**src/wwf_pkg.sv**
```systemverilog
// ----------------------------------------------------------------------------
// wwf_pkg
// Shared types and constants of the LFO-swept low-pass biquad (wah-wah).
// ----------------------------------------------------------------------------
package wwf_pkg;

  localparam int TABLE_BITS      = 12;
  localparam int TABLE_ENTRIES   = (1 << TABLE_BITS) + 1;
  localparam int ADDR_W          = TABLE_BITS + 1;
  localparam int UPDATE_INTERVAL = 30;
  localparam int CNT_W           = $clog2(UPDATE_INTERVAL + 1);
  localparam int FRAC_W          = 16;
  localparam int COEF_W          = 32;
  localparam int ENTRY_W         = 3 * COEF_W;
  localparam int RES_W           = 29;

  // configuration register indexes
  localparam logic CFG_LFO_STEP  = 1'b0;
  localparam logic CFG_LFO_START = 1'b1;

  // input command codes
  localparam logic CMD_FRAME = 1'b0;
  localparam logic CMD_TABLE = 1'b1;

  typedef struct packed {
    logic               cmd;
    logic signed [15:0] left_in;
    logic signed [15:0] right_in;
    logic [12:0]        table_index;
    logic signed [31:0] entry_b0;
    logic signed [31:0] entry_a1;
    logic signed [31:0] entry_a2;
  } in_t;

  typedef struct packed {
    logic signed [15:0] left_out;
    logic signed [15:0] right_out;
  } out_t;

  typedef enum logic [3:0] {
    S_IDLE, S_PHASE, S_ADDR, S_RD0, S_RD1, S_RD2, S_IMUL, S_IACC,
    S_FSUM, S_FM0, S_FM1, S_FM2, S_FM3, S_FY, S_FO, S_DONE
  } state_t;

  typedef enum logic [3:0] {
    DP_NONE, DP_PHASE, DP_ADDR, DP_RD0, DP_RD1, DP_RD2, DP_IMUL, DP_IACC,
    DP_FSUM, DP_FM0, DP_FM1, DP_FM2, DP_FM3, DP_FY, DP_FO, DP_LOAD
  } dp_op_t;

  typedef struct packed {
    dp_op_t     op;
    logic [1:0] k;       // coefficient being interpolated: b0, a1, a2
    logic       ch;      // 0 = left, 1 = right
    logic       accept;  // input transaction this cycle
  } dp_cmd_t;

  typedef struct packed {
    logic refresh;       // update counter at zero
  } dp_sts_t;

endpackage

```
**src/wwf_ctrl.sv**
```systemverilog
// ----------------------------------------------------------------------------
// wwf_ctrl
// Sequencer: walks the datapath through phase update, coefficient refresh
// and the two channel filters, and owns both handshakes.
// ----------------------------------------------------------------------------
module wwf_ctrl (
  input  logic             clk,
  input  logic             rst_n,
  input  logic             in_valid,
  input  logic             in_cmd,
  output logic             in_ready,
  output logic             out_valid,
  input  logic             out_ready,
  input  wwf_pkg::dp_sts_t sts,
  output wwf_pkg::dp_cmd_t cmd
);

  wwf_pkg::state_t state_r, state_nxt;
  logic [1:0]      k_r, k_nxt;
  logic            ch_r, ch_nxt;
  logic            out_valid_r, out_valid_nxt;
  logic            can_load;

  assign can_load = !out_valid_r || out_ready;

  always_comb begin
    state_nxt = state_r;
    k_nxt     = k_r;
    ch_nxt    = ch_r;
    case (state_r)
      wwf_pkg::S_IDLE: begin
        if (in_valid && in_cmd == wwf_pkg::CMD_FRAME) state_nxt = wwf_pkg::S_PHASE;
      end
      wwf_pkg::S_PHASE: state_nxt = wwf_pkg::S_ADDR;
      wwf_pkg::S_ADDR: begin
        ch_nxt = 1'b0;
        k_nxt  = 2'd0;
        state_nxt = sts.refresh ? wwf_pkg::S_RD0 : wwf_pkg::S_FSUM;
      end
      wwf_pkg::S_RD0:  state_nxt = wwf_pkg::S_RD1;
      wwf_pkg::S_RD1:  state_nxt = wwf_pkg::S_RD2;
      wwf_pkg::S_RD2:  state_nxt = wwf_pkg::S_IMUL;
      wwf_pkg::S_IMUL: state_nxt = wwf_pkg::S_IACC;
      wwf_pkg::S_IACC: begin
        if (k_r == 2'd2) begin
          state_nxt = wwf_pkg::S_FSUM;
        end else begin
          k_nxt     = k_r + 2'd1;
          state_nxt = wwf_pkg::S_IMUL;
        end
      end
      wwf_pkg::S_FSUM: state_nxt = wwf_pkg::S_FM0;
      wwf_pkg::S_FM0:  state_nxt = wwf_pkg::S_FM1;
      wwf_pkg::S_FM1:  state_nxt = wwf_pkg::S_FM2;
      wwf_pkg::S_FM2:  state_nxt = wwf_pkg::S_FM3;
      wwf_pkg::S_FM3:  state_nxt = wwf_pkg::S_FY;
      wwf_pkg::S_FY:   state_nxt = wwf_pkg::S_FO;
      wwf_pkg::S_FO: begin
        if (ch_r) begin
          state_nxt = wwf_pkg::S_DONE;
        end else begin
          ch_nxt    = 1'b1;
          state_nxt = wwf_pkg::S_FSUM;
        end
      end
      wwf_pkg::S_DONE: begin
        if (can_load) state_nxt = wwf_pkg::S_IDLE;
      end
      default: state_nxt = wwf_pkg::S_IDLE;
    endcase
  end

  always_comb begin
    in_ready      = 1'b0;
    cmd.op        = wwf_pkg::DP_NONE;
    cmd.k         = k_r;
    cmd.ch        = ch_r;
    out_valid_nxt = out_ready ? 1'b0 : out_valid_r;
    case (state_r)
      wwf_pkg::S_IDLE:  in_ready = 1'b1;
      wwf_pkg::S_PHASE: cmd.op = wwf_pkg::DP_PHASE;
      wwf_pkg::S_ADDR:  cmd.op = wwf_pkg::DP_ADDR;
      wwf_pkg::S_RD0:   cmd.op = wwf_pkg::DP_RD0;
      wwf_pkg::S_RD1:   cmd.op = wwf_pkg::DP_RD1;
      wwf_pkg::S_RD2:   cmd.op = wwf_pkg::DP_RD2;
      wwf_pkg::S_IMUL:  cmd.op = wwf_pkg::DP_IMUL;
      wwf_pkg::S_IACC:  cmd.op = wwf_pkg::DP_IACC;
      wwf_pkg::S_FSUM:  cmd.op = wwf_pkg::DP_FSUM;
      wwf_pkg::S_FM0:   cmd.op = wwf_pkg::DP_FM0;
      wwf_pkg::S_FM1:   cmd.op = wwf_pkg::DP_FM1;
      wwf_pkg::S_FM2:   cmd.op = wwf_pkg::DP_FM2;
      wwf_pkg::S_FM3:   cmd.op = wwf_pkg::DP_FM3;
      wwf_pkg::S_FY:    cmd.op = wwf_pkg::DP_FY;
      wwf_pkg::S_FO:    cmd.op = wwf_pkg::DP_FO;
      wwf_pkg::S_DONE: begin
        if (can_load) begin
          cmd.op        = wwf_pkg::DP_LOAD;
          out_valid_nxt = 1'b1;
        end
      end
      default: cmd.op = wwf_pkg::DP_NONE;
    endcase
    cmd.accept = in_ready && in_valid;
  end

  always_ff @(posedge clk) begin
    if (!rst_n) begin
      state_r     <= wwf_pkg::S_IDLE;
      k_r         <= 2'd0;
      ch_r        <= 1'b0;
      out_valid_r <= 1'b0;
    end else begin
      state_r     <= state_nxt;
      k_r         <= k_nxt;
      ch_r        <= ch_nxt;
      out_valid_r <= out_valid_nxt;
    end
  end

  assign out_valid = out_valid_r;

endmodule

```
**config.mk**
```make
export PLATFORM = sky130hd
export DESIGN_NAME = wwf_ctrl
export DESIGN_NICKNAME = d
export VERILOG_FILES = /design/src/wwf_pkg.sv /design/src/wwf_ctrl.sv
export SDC_FILE = /design/constraint.sdc
export NUM_CORES = 1
export LEC_CHECK = 0
export ABC_AREA = 1
export BUFFER_PORTS_ARGS = -buffer_cell sky130_fd_sc_hd__buf_2
export CAP_MARGIN = 20
export CORE_AREA = 2 2 39 41
export DETAILED_ROUTE_END_ITERATION = 16
export DIE_AREA = 0 0 41 43
export MAX_ROUTING_LAYER = met4
export PLACE_DENSITY = 0.67
export SLEW_MARGIN = 40
export SYNTH_ARGS = -nofsm -noshare
export SYNTH_HDL_FRONTEND = slang
export SYNTH_SLANG_ARGS = --single-unit
export TNS_END_PERCENT = 20
```
**constraint.sdc**
```tcl
create_clock -name clk -period 3.25 [get_ports clk]
set_input_delay 0.1625 -clock clk [delete_from_list [all_inputs] [get_ports clk]]
set_output_delay 0.1625 -clock clk [all_outputs]
set_load 0.02 [all_outputs]
```
# Word level (Yosys, flattened, before mapping)
# Cells that the tools add are included.
# totals
reg_bits,8
in_bits,6
out_inout_bits,10
word_cells,49
# op_classes
n_addsub,1
n_eq_ne,19
mux,15
bitwise_logic,1
n_reduce_logical,9
# ops
operator,n
4-bit case mux with 16 select lines,1
4-bit case mux with 15 select lines,1
"4-bit equality test, second input constant",8
4-bit two-way mux,5
"4-bit by 3-bit equality test with 1-bit output, second input constant",4
"4-bit by 2-bit equality test with 1-bit output, second input constant",2
"2-bit != test, second input constant",3
"4-bit by 1-bit equality test with 1-bit output, second input constant",1
4-bit zero test,1
1-bit two-way mux,4
2-bit case mux with 2 select lines,1
2-bit AND reduction,2
2-bit nonzero test,2
3-bit two-way mux,1
"2-bit by 1-bit adder with 2-bit output, second input constant",1
"2-bit equality test, second input constant",1
1-bit logical AND,2
2-bit two-way mux,1
1-bit case mux with 2 select lines,1
1-bit zero test,1
1-bit logical OR,1
1-bit inverter,1

# Logic depth before layout (Yosys ltp)
# depth
ltp_word,4
depth_mapped,9
depth_no_buf,9

# Least setup slack after synthesis
# OpenSTA, ideal clock, no wires.
# synth_path
path_type,reg2reg
from,reg state_r[1]
to,reg state_r[0]
setup_ns,0.066
arrival_time_ns,1.213
required_time_ns,3.184
setup_slack_ns,1.971
stages_incl_launch_ff,8
path_buffers,0
period_less_slack_ns,1.279
cell_sequence,dfxtp_1 > inv_2 > nand2_1 > nor2_1 > o21ai_1 > nand2_1 > inv_1 > a21oi_2
# synth_via
elab_chain_len,3
word_cells_on_any_way,20
cone_classes,eq/ne: 17; mux: 1; reduce/logical: 2
# synth_rtl
item,line,text
start: declaration,wwf_ctrl.sv:18,"wwf_pkg::state_t state_r, state_nxt;"
start signal: assignment,wwf_ctrl.sv:108,state_r <= wwf_pkg::S_IDLE;
start signal: assignment,wwf_ctrl.sv:113,state_r <= state_nxt;
"parallel branches: the longest is 3 deep, another holds 4-bit case mux with 16 select lines",n/a,
# Several ways; the timed one is not identified.
# A chain may end at the register's enable or synchronous reset.

==> results.md <==
* Yosys top cell area share at 0.284
* Vias at around 610
* # DRC at 0
* Max_cap viols at 0
* Synth cell types at 18
* DRT antenna net count at 0
* Status: finished clean
* CP max stage cell: dfxtp_1
* Num rows at 14
* DIE AREA at 0.00176 mm^2
* Global route overflow at 0
* RSZ-0062 raised after global routing: false
* Area delta synth->final at 19.5%
* Post-CTS Setup Bufs at 0
* DP Wirelength at 1050 um
* First DRT Iteration DRCs at 13
* Root Buffer Master: clkbuf_4
* Post-cts resize count at 0
* Crit path launch: state_r[0]
* Layout cell share with drive strength beyond 1 at 0.239
* Largest net degree at the start of global routing at 8
* Placed inst area at around 650 um^2
* Max Clk Rate at around 0.63 GHz
* Area of the multi-input gates at 337 um^2
* Pre-antenna DRT Iters at 4
* Yosys top cell by area: dfxtp_1
* Lkg Pwr at about 0.40 nW
* First-pass GRT wire length at between 2000 and 2500 um
* Maximum vdd drop at 0.288 mV
* Mapped cell area at approximately 560 um^2
* Crit Reg-Reg Endpoint: k_r[0]
* Final period util at 0.487
* Final hold vios at 0
* GR Util All Layers at 0.178
* TritonCTS clock tree: yes
* Number of cells on the worst reg-to-reg path at 7
* Clock Tree Buf Depth at 2
* Final Net Count at 122
* Fin. max-slew vios at 0
* Syn Nets at approximately 100
* Min Clock Period, post-route at about 1600 ps
* Seq. cell area at 160 um^2
* Core area at 0.00138 mm^2
* Io pins at 16
* Seq/Total Area, Yosys at 0.284
* Post-Syn Area per Cell at a little under 6 um^2
* Worst min path class: in2reg
* H-tree Lvls at 1
* Worst reg-to-reg setup slack at a little under 2000 ps
* Cts hold-fix bufs at 0
* Dominant cells by area after synthesis: dfxtp_1, nand2_1, nor2_1
* Worst skew pair latency at about 260 ps
* Crit Path Class: reg2out
* Clk sinks at 8
* Critical Path Max Stage Delay at between 400 and 500 ps
* Relative slew slack at 0.815
* Gpl congestion at 0.870
* Startpoint types: flop
* Crit path capture type: primary output
* Critical-path cell list: nand2_2 -> nor2_2 -> o21ai_0 -> nand3_1 -> buf_2
* N_diodes at 0
* CP endpoint: cmd[6]
* Syn. warnings at 0
* Filler cell count at 154
* Final setup fails at 0
* RR Startpoint: state_r[2]
* Initial antenna violation count at 0
* Setup_tns at 0 ps
* Worst Max-Slew Pin Slew at about 270 ps
* Initial Utilization at 0.408
* Power Dens Cells at roughly 800 mW/mm^2
* Port Buffers at 15
* DR vias/cell at ~4.7
* Wirelength per Cell at 9.91 um
* Num CTS Buffers at 3
* Post-route cell area at 674 um^2
* Commonest non-fill, non-tap cells in the layout: nand2_1, nor2_1, buf_2
* Cells after Synth at 96
* Synth Register Bits at 8
* Total wire length at 1280 um
* Vias in the first global route at 531
* WP data arrival at ~1400 ps
* Most common cell after layout, fill and taps aside: nand2_1
* Worst-path clk slew at roughly 60 ps
* Die height at about 43 um
* WP data required at about 3100 ps
* Die width at 41 um
* Clk_skew at roughly 4.3 ps
* Critical path fanouts, max at 6
per-stage QoR:
step | instances | total power [W] | utilization | hold slack, ps | setup WS, ps
after floorplan | 96 | 0.000385 | - | 260 | 1970
after CTS | 129 | 0.000545 | 0.487 | 147 | 1650
final | 129 | 0.000542 | 0.487 | 160 | 1670
after detailed placement | 126 | 0.000466 | 0.471 | 415 | 1930
after global placement | 126 | 0.000462 | 0.471 | 419 | 1980
after global routing | 129 | 0.000594 | 0.487 | 167 | 1560
worst max-delay path: cells and delay by family, from the launching register on:
family                 cells  cell delay (ps)
AO/OA/AOI/OAI              1              150
buffers and inverters      1              160
flip-flops                 1              460
AND/OR/NAND/NOR            3              390
synthesized netlist by cell type (all sizes together):
master  number
inv         16
nor3         3
ha           1
o21ai        5
nand3        9
nand2       24
a21oi        6
dfxtp        8
buf          1
a31oi        2
nor2        21
cell type report:
| cell class | instances | area share |
|---|---|---|
| clock buffers | 3 | 0.0334 |
| flip-flops and latches | 8 | 0.237 |
| multi-input cells | 71 | 0.499 |
| well taps | 16 | 0.0297 |
| repair buffers | 15 | 0.111 |
| inverters | 16 | 0.0891 |
kinds of logic after synthesis:
kind of cell	synth area share
buffers and inverters	0.120
AO/OA/AOI/OAI	0.133
flip-flops	0.284
AND/OR/NAND/NOR	0.441
adder cells (fa/ha/maj)	0.0222
sequential cells by signal, summed over array words and instances (netlist names):
| register | cells |
|---|---|
| ch_r | 1 |
| out_valid | 1 |
| k_r | 2 |
| state_r | 4 |
power breakdown:
| part | total (W) | switching (W) | internal, W | leakage [nW] |
|---|---|---|---|---|
| Clock | 0.0000786 | 0.0000362 | 0.0000424 | 0.0138 |
| Combinational | 0.000306 | 0.000202 | 0.000103 | 0.318 |
| Sequential | 0.000157 | 0.0000341 | 0.000123 | 0.0651 |
| Total | 0.000542 | 0.000273 | 0.000269 | 0.397 |
how the worst min path moves through the flow:
stage | from | end | slack, ps | cells past startpoint
floorplan | rst_n | state_r[2] | 260 | 2
CTS | rst_n | state_r[2] | 150 | 3
global route | rst_n | state_r[2] | 170 | 3
detailed placement | rst_n | state_r[2] | 420 | 3
global placement | rst_n | state_r[2] | 420 | 3
finish | rst_n | state_r[2] | 160 | 3
per-layer routing:
layer / track usage / part of all wire / routed length (um) / up-vias
met5: - / 0 / 0 / -
met4: 0.120 / 0.024 / 31 / 0
met3: 0.0157 / 0.042 / 54 / 5
met2: 0.241 / 0.43 / 553 / 17
met1: 0.241 / 0.50 / 638 / 248
li1: - / - / - / 335
Power figures use the tool's default switching activity.
